File: src/rtl/nfa_pkg.sv
`default_nettype none
package nfa_pkg;

	localparam int USER_ID_BITS_DEF = 16;
	localparam int SERVER_ID_BITS   = 12;
	localparam int STATUS_BITS      = 2;

	localparam logic OP_ALLOC = 1'b0;
	localparam logic OP_FREE  = 1'b1;

	localparam logic [STATUS_BITS-1:0] RES_DONE      = 2'd0;
	localparam logic [STATUS_BITS-1:0] RES_EXHAUSTED = 2'd1;
	localparam logic [STATUS_BITS-1:0] RES_HOLDS_ID  = 2'd2;
	localparam logic [STATUS_BITS-1:0] RES_NOT_HELD  = 2'd3;

	// controller -> datapath
	typedef struct packed {
		logic                   clr;          // one step of the map clearing pass
		logic                   accept;       // capture the incoming item
		logic                   search;       // issue next candidate read
		logic                   alloc_commit; // mark found id, result done
		logic                   free_commit;  // clear held id
		logic                   set_res;      // load result code (no grant)
		logic [STATUS_BITS-1:0] code;
		logic                   push;         // move result into output register
	} nfa_cmd_t;

	// datapath -> controller
	typedef struct packed {
		logic clr_last;
		logic is_free;
		logic uid_zero;
		logic uid_noid;
		logic pool_full;
		logic found;
		logic held;
		logic out_free;
	} nfa_stat_t;

endpackage
`default_nettype wire

File: src/rtl/nfa_ctrl.sv
`default_nettype none
module nfa_ctrl
	import nfa_pkg::*;
(
	input  wire logic      clk,
	input  wire logic      arst_n,
	input  wire logic      in_valid,
	output logic           in_ready,
	input  wire nfa_stat_t stat,
	output nfa_cmd_t       cmd
);

	typedef enum logic [2:0] {
		S_CLEAR,
		S_IDLE,
		S_SEARCH,
		S_FREE_RD,
		S_FREE_CHK,
		S_DONE
	} state_t;

	state_t state_q, state_d;
	logic   ready_q;

	always_comb begin
		cmd     = '0;
		state_d = state_q;
		unique case (state_q)
			S_CLEAR: begin
				cmd.clr = 1'b1;
				if (stat.clr_last) state_d = S_IDLE;
			end
			S_IDLE: begin
				if (in_valid && ready_q) begin
					cmd.accept = 1'b1;
					if (!stat.is_free) begin
						if (stat.pool_full) begin
							cmd.set_res = 1'b1;
							cmd.code    = RES_EXHAUSTED;
							state_d     = S_DONE;
						end else if (!stat.uid_zero) begin
							cmd.set_res = 1'b1;
							cmd.code    = RES_HOLDS_ID;
							state_d     = S_DONE;
						end else begin
							state_d = S_SEARCH;
						end
					end else begin
						if (stat.uid_noid) begin
							cmd.set_res = 1'b1;
							cmd.code    = RES_DONE;
							state_d     = S_DONE;
						end else if (stat.uid_zero) begin
							cmd.set_res = 1'b1;
							cmd.code    = RES_NOT_HELD;
							state_d     = S_DONE;
						end else begin
							state_d = S_FREE_RD;
						end
					end
				end
			end
			S_SEARCH: begin
				// reads are pipelined: one candidate issued, the previous one checked
				if (stat.found) begin
					cmd.alloc_commit = 1'b1;
					state_d          = S_DONE;
				end else begin
					cmd.search = 1'b1;
				end
			end
			S_FREE_RD: begin
				state_d = S_FREE_CHK;
			end
			S_FREE_CHK: begin
				cmd.set_res     = 1'b1;
				cmd.code        = stat.held ? RES_DONE : RES_NOT_HELD;
				cmd.free_commit = stat.held;
				state_d         = S_DONE;
			end
			S_DONE: begin
				if (stat.out_free) begin
					cmd.push = 1'b1;
					state_d  = S_IDLE;
				end
			end
			default: begin
				state_d = S_CLEAR;
			end
		endcase
	end

	always_ff @(posedge clk or negedge arst_n) begin
		if (!arst_n) begin
			state_q <= S_CLEAR;
			ready_q <= 1'b0;
		end else begin
			state_q <= state_d;
			ready_q <= (state_d == S_IDLE);
		end
	end

	assign in_ready = ready_q;

endmodule
`default_nettype wire

File: config.mk
export PLATFORM = sky130hd
export DESIGN_NAME = nfa_ctrl
export DESIGN_NICKNAME = d
export VERILOG_FILES = /design/src/rtl/nfa_pkg.sv /design/src/rtl/nfa_ctrl.sv
export SDC_FILE = /design/constraint.sdc
export NUM_CORES = 1
export LEC_CHECK = 0
export ABC_AREA = 1
export BUFFER_PORTS_ARGS = -buffer_cell sky130_fd_sc_hd__buf_2
export CAP_MARGIN = 20
export CORE_MARGIN = 2
export CORE_UTILIZATION = 25
export DETAILED_ROUTE_END_ITERATION = 10
export PLACE_DENSITY_LB_ADDON = 0.25
export SLEW_MARGIN = 20
export SYNTH_ARGS = -nofsm -noshare
export SYNTH_HDL_FRONTEND = slang
export SYNTH_SLANG_ARGS = --single-unit
File: constraint.sdc
create_clock -name clk -period 1.45 [get_ports clk]
set_clock_uncertainty 0.05 [all_clocks]
set_input_delay 0.3625 -clock clk [delete_from_list [all_inputs] [get_ports clk]]
set_output_delay 0.3625 -clock clk [all_outputs]
set_load 0.1 [all_outputs]
; Yosys cells after proc, flatten, opt, wreduce, memory -nomap -nowiden
; Cells that the tools add are included.
; Widths: inputs -> output; s select.
[classes]
n_reduce_logical = 2
mux = 27
n_eq_ne = 6
[op_table]
columns = operator, n
row1 = $mux 3, 15
row2 = $pmux 3 s6, 1
row3 = $mux 1, 8
row4 = $eq 3x1->1 const B, 2
row5 = $eq 3x2->1 const B, 2
row6 = $eq 3x3->1 const B, 2
row7 = $pmux 3 s2, 1
row8 = $mux 2, 2
row9 = $logic_not 3->1, 1
row10 = $logic_and 1x1->1, 1
[word_totals]
wordCells = 37
input_bits = 11
reg_bits = 4
out_inout_bits = 10

; Logic depth before layout (Yosys ltp)
; Gate-level depths: netlist of the first run.
[depth]
depth_word = 6
mapped_depth = 7
depth_no_buf = 7

; Worst setup path after synthesis of the first run
; Ideal clock, no wire load.
[synth_timing]
path_kind = flip-flop to output port
start = register ready_q, in the netlist in_ready
end = output cmd[1] in the netlist's numbering
required_time_ps = 1038
n_path_buf = 0
path_stages_with_launch = 5
slack_ps = -2324
t_arrival_ps = 3361
path_cell_list = dfrtp_1 > nand2_1 > nor2_4 > inv_1 > o22ai_1
[synth_rtl]
columns = item, line_no
row1 = start: declaration, nfa_ctrl.sv:23  ; logic ready_q;
row2 = start signal: assignment, nfa_ctrl.sv:99  ; ready_q <= (state_d == S_IDLE);
row3 = end: declaration, nfa_ctrl.sv:10  ; output nfa_cmd_t cmd

==> run_results.csv, run 1 <==
group,metric,value,unit
timing,period_minus_slack,1.76,ns
drt,drc,0,
synth,async_flop_share,1.00,
layout,area_delta_synth_final,179,%
cts,clock_sinks,4,
global_routing,grt_pass1_wl,1910,um
synth,yosysUniqueCellTypes,14,
synth,synth_warnings,0,
critical_path,reg2reg_slack,0.18,ns
drt,ant_nets,0,
run,cap_violations,0,
floorplan,ioPinCount,21,
synth,syn-num-nets,65,
floorplan,dieArea,1690,um2
placement,placed_cells,100,
synth,syn_area_per_cell,6.37,um2
layout,drive_above_1_share,0.711,
placement,post-place-ws,-0.190,ns
synth,synth_mux_area_frac,0,
critical_path,crit_start,"state_q[1]",
synth,yosysTopAreaCell,"dfrtp_1",
pwr,power.leakage,0.000458,uW
critical_path,r2r-end,"in_ready",
cts,cts.reportedPaths.clkPinSlew,0.04,ns
hold_path,hold_path_class,"in2reg",
pwr,ir_drop,0.00178,V
global_routing,grt_overflow_total,0,
drt,first_iter_violations,1,
layout,final-instance-count-excl-fill,112,
drt,viasPerCell,4.58,
floorplan,rows,13,
floorplan,coreArea,1300,um2
floorplan,start_util,0.264,
synth,yosys.area_share.xor_xnor,0,
timing,hold_viol_final,0,
cts,clockRootBuffer,"clkbuf_4",
placement,hpwl,918,um
synth,synth_compound_area_frac,0.0945,
timing,setup_viol,9,
critical_path,critPathRequiredTime,1.04,ns
synth,synth_area,344,um2
critical_path,critPathLaunchType,"flop",
timing,rsz0062_at_grt,"yes",
timing,maxSlewViolCount,0,
timing,post-route-period-util,1.21,
timing,fmax,0.569,GHz
global_routing,antenna_found_initial,0,
synth,ys_ff_latch,4,
critical_path,cp.arrival,1.35,ns
synth,synth_top_family_by_area,"simple AND/OR/NAND/NOR gates",
synth,synth_edf_count,0,
layout,final_util,0.737,
synth,post-synth-top-count-cell,"nor2_1",
cts,cts_htree_levels,1,
critical_path,r2r_cells,9,
pwr,powerDensity,2110,nW/um2
synth,synth_flop_cell,"dfrtp_1",
floorplan,fp.dieW,41.1,um
synth,synth-simple-area-share,0.505,
synth,yosys.area_share.adder,0,
timing,setup_tns,-2.18,ns
critical_path,critPathMaxFanout,4,
timing,layout_setup_ws,-0.308,ns
layout,fin_nets,109,
global_routing,grt_max_degree,6,
critical_path,crit_path_end,"cmd[2]",
drt,vias,513,
layout,antennaDiodeCount,0,
synth,yosysSeqAreaShare,0.291,
hold_path,hold_start,"stat[7]",
drt,firstDrtPassIters,2,
floorplan,die_h,41.1,um
run_status,outcome,"finished with violations",
drt,wl_per_cell,10.5,um
critical_path,reg2reg_from,"state_q[2]",
placement,gp_congestion,0.701,
global_routing,track_usage,0.173,
run_status,violations,"setup timing",
synth,syn_inst,54,
cts,cts_tree,"done",
global_routing,grt_pass1_vias,504,
critical_path,crit_path_end_kind,"output port",
cts,cts.path.max_buffers,2,
layout,fillers,94,
synth,yosys-top-cells-area,"dfrtp_1, nor2_1, nand2_1",
timing,tightest_slew,0.343,ns
cts,cts_made_buffers,3,
synth,yosysTopAreaCellShare,0.291,
placement,io_buffers,20,
drt,totalWireLength,1180,um
timing,slew_headroom,0.769,
critical_path,path_class,"reg2out",
cts,clock_latency,0.23,ns
synth,yosys-top-cells-count,"nor2_1, nand2_1, inv_1",
## stage by stage
step | hold slack (ns) | power [uW] | cell area, um2
after CTS | 0.392 | 2000 | 942
after detailed placement | 0.118 | 1660 | 790
after global placement | 0.115 | 1640 | 790
after global routing | 0.415 | 2120 | 958
after floorplan | 0.0169 | 1110 | 438
final | 0.389 | 2020 | 958
## worst max-delay path, stage by stage (launching register included)
cell	delay [ns]
dfrtp_1	0.38
inv_2	0.11
nand3_4	0.09
nor2_4	0.14
inv_2	0.08
o22ai_4	0.12
buf_12	0.20
## cells in the final DEF (no fill, tap or decap), types with 2 or more instances in the layout
cell and instances:
nand2_4 4, inv_1 6, nor2_1 7, buf_12 10, buf_4 12, nand3_4 4, inv_2 4, buf_6 6
o22ai_4 2, nand3_2 3, o21ai_0 3, nand2_1 5, dfrtp_1 2, buf_2 10, nor2_4 5, nor2_2 3
clkbuf_4 3
## report_power, final
part	total, uW	leakage [uW]	switching (uW)	internal (uW)
registers	215	0.0000477	47.0	168
logic	1650	0.000395	989	662
clock network	154	0.0000150	50.0	104
total	2020	0.000458	1090	934
## final cells by class
cell class	count	area, um2	share of cell area
tap	15	18.8	0.0196
multi-input combinational	40	353	0.368
clock buffer	4	26.3	0.0274
inverter	10	37.5	0.0392
sequential	4	105	0.110
timing repair buffer	39	418	0.436
## worst min-delay path by stage
stage,to,slack (ns),cells past startpoint
after CTS,state_q[0],0.39,3
after global routing,state_q[0],0.41,3
after global placement,state_q[2],0.12,1
final,state_q[0],0.39,3
after detailed placement,state_q[0],0.12,1
after floorplan,state_q[0],0.02,0
## metal layers
metal / wire length [um] / track usage / vias up
li1: - / - / 257
met1: 384 / 0.157 / 235
met4: 14 / 0.0726 / 0
met5: 0 / 0 / -
met3: 73 / 0.0272 / 2
met2: 704 / 0.363 / 19
## sequential cells by signal (all words and copies together), names as in the netlist
| name | cells |
|---|---|
| state_q | 3 |
| in_ready | 1 |
## kinds of logic (layout without fill, tap and decap cells)
kind of cell,after synthesis,in the layout
AOI/OAI and AO/OA,6,6
DFF,4,4
buffers and inverters,10,53
and+or+nand+nor,34,34
## timing repair
item | 4_1_cts | 5_1_grt
pin swaps | 5 | 2
hold buffers | 1 | 0
endpoints found under the setup margin | 9 | 10
resized for setup | 15 | 1
endpoints found under the hold margin | 4 | 0
buffers inserted | 5 | 2
Note: power is estimated with default switching activity, not from simulation.
==> run 2: changes to the inputs <==
- CORE_AREA: not set -> 2 2 39 41
- CORE_MARGIN: 2 -> not set
- CORE_UTILIZATION: 25 -> not set
- DIE_AREA: not set -> 0 0 41 43
- clock period: 1.45 -> 1.9 ns (I/O delays scaled with it)
==> run_results.csv, run 2 (same netlist as run 1, synthesis figures left out) <==
group,metric,value,unit
run_status,outcome,"complete, no violations",
placement,post-place-ws,-0.0187,ns
floorplan,dieArea,1760,um2
global_routing,track_usage,0.138,
drt,first_iter_violations,4,
placement,hpwl,841,um
hold_path,hold_depth,3,
global_routing,grt_overflow_total,0,
pwr,ir_drop,0.00101,V
critical_path,critPathRequiredTime,1.37,ns
timing,post-route-period-util,0.998,
critical_path,crit_path_end_kind,"output port",
global_routing,grt_pass1_wl,1720,um
layout,final_util,0.603,
cts,cts_htree_levels,1,
timing,tightest_slew,0.483,ns
layout,area_delta_synth_final,143,%
timing,period_minus_slack,1.90,ns
global_routing,grt_max_degree,6,
placement,placed_cells,94,
run,cap_violations,0,
layout,final-instance-count-excl-fill,104,
pwr,finalPower,1360,uW
timing,setup_viol,0,
pwr,powerDensity,1630,nW/um2
floorplan,die_h,43,um
cts,clockRootBuffer,"clkbuf_4",
layout,largest_reg_flops,3,
global_routing,grt_pass1_vias,451,
layout,final_cell_mix,"buf_2, buf_12, buf_4, nor2_1, nand2_1",
critical_path,cp.arrival,1.37,ns
cts,clock_latency,0.24,ns
drt,totalWireLength,1060,um
layout,fin_nets,100,
hold_path,hold_path_class,"in2reg",
drt,firstDrtPassIters,4,
floorplan,fp.dieW,41,um
cts,cts_tree,"done",
drt,vias,463,
drt,viasPerCell,4.45,
drt,ant_nets,0,
timing,layout_setup_ws,0.00360,ns
layout,antennaDiodeCount,0,
cts,cts.path.max_buffers,2,
timing,hold_viol_final,0,
critical_path,critPathLaunchType,"flop",
placement,gp_congestion,0.693,
layout,top_register,"state_q",
timing,maxSlewViolCount,0,
floorplan,start_util,0.249,
layout,final_common_cell,"buf_2",
floorplan,coreArea,1380,um2
critical_path,critPathMaxFanout,4,
cts,cts_made_buffers,3,
drt,wl_per_cell,10.1,um
cts,clock_sinks,4,
floorplan,ioPinCount,21,
drt,drc,0,
placement,io_buffers,20,
floorplan,rows,14,
timing,rsz0062_at_grt,"yes",
layout,drive_above_1_share,0.636,
global_routing,antenna_found_initial,0,
timing,timing.hold.ws,0.505,ns
pwr,power.leakage,0.000393,uW
critical_path,r2r_cells,8,
cts,cts.reportedPaths.clkPinSlew,0.04,ns
timing,slew_headroom,0.680,
critical_path,path_class,"reg2out",
timing,fmax,0.527,GHz
## run 2: changes by cell type in the layout (fill, tap and decap cells not counted), moves of 2 or more
| cell | delta |
|---|---|
| buf_4 | -4 |
| buf_6 | -6 |
| nand2_1 | +2 |
| nand2_4 | -2 |
| nand3_1 | +2 |
| o21ai_0 | -3 |
| o21ai_1 | +3 |
## run 2: repair_timing
item | CTS | global route
hold buffers | 1 | 0
buffers inserted | 4 | 1
gates cloned | 0 | 0
endpoints found under the hold margin | 4 | 0
setup endpoints to repair | 3 | 3
gates resized for setup | 6 | 2
pin swaps | 1 | 1
## run 2: final timing paths
path | slack (ns) | end | from
hold / removal | 0.51 | state_q[0] | stat[7]
setup / recovery | 0.004 | cmd[1] | state_q[1]
hold reg to reg | 0.67 | state_q[0] | state_q[1]
min in group asynchronous | 0.54 | in_ready | arst_n
max in group asynchronous | 1.13 | in_ready | arst_n
setup reg to reg | 0.65 | in_ready | state_q[2]
## run 2: layout make-up
type	count	area [um2]
Fill cell	120	549
Timing Repair Buffer	30	325
Multi-Input combinational cell	40	320
Sequential cell	4	105
Inverter	10	37.5
Clock buffer	4	26.3
Tap cell	16	20.0
## run 2: worst max-delay path, cell delays in order, from the launching register on
cell and delay, ns:
dfrtp_1 0.38, inv_2 0.11, nand3_4 0.09, nor2_4 0.16
inv_2 0.08, o22ai_4 0.12, buf_12 0.19
## run 2: through the flow
stage / TNS (ns) / area, um2
after floorplan: -1.52 / 434
after global placement: 0 / 719
after detailed placement: -0.0187 / 719
after CTS: -0.0175 / 827
after global routing: -0.130 / 835
final: 0 / 835
## run 2: per-layer routing
layer  wire length, um  global-route usage
met1               378               0.147
met5                 0                   0
met4                 0              0.0600
met2               582               0.244
met3                93              0.0262
## run 2: power by group
group / switching [uW] / total [uW] / internal (uW)
logic: 696 / 1080 / 381
clock network: 39.4 / 119 / 79.1
registers: 35.6 / 163 / 127
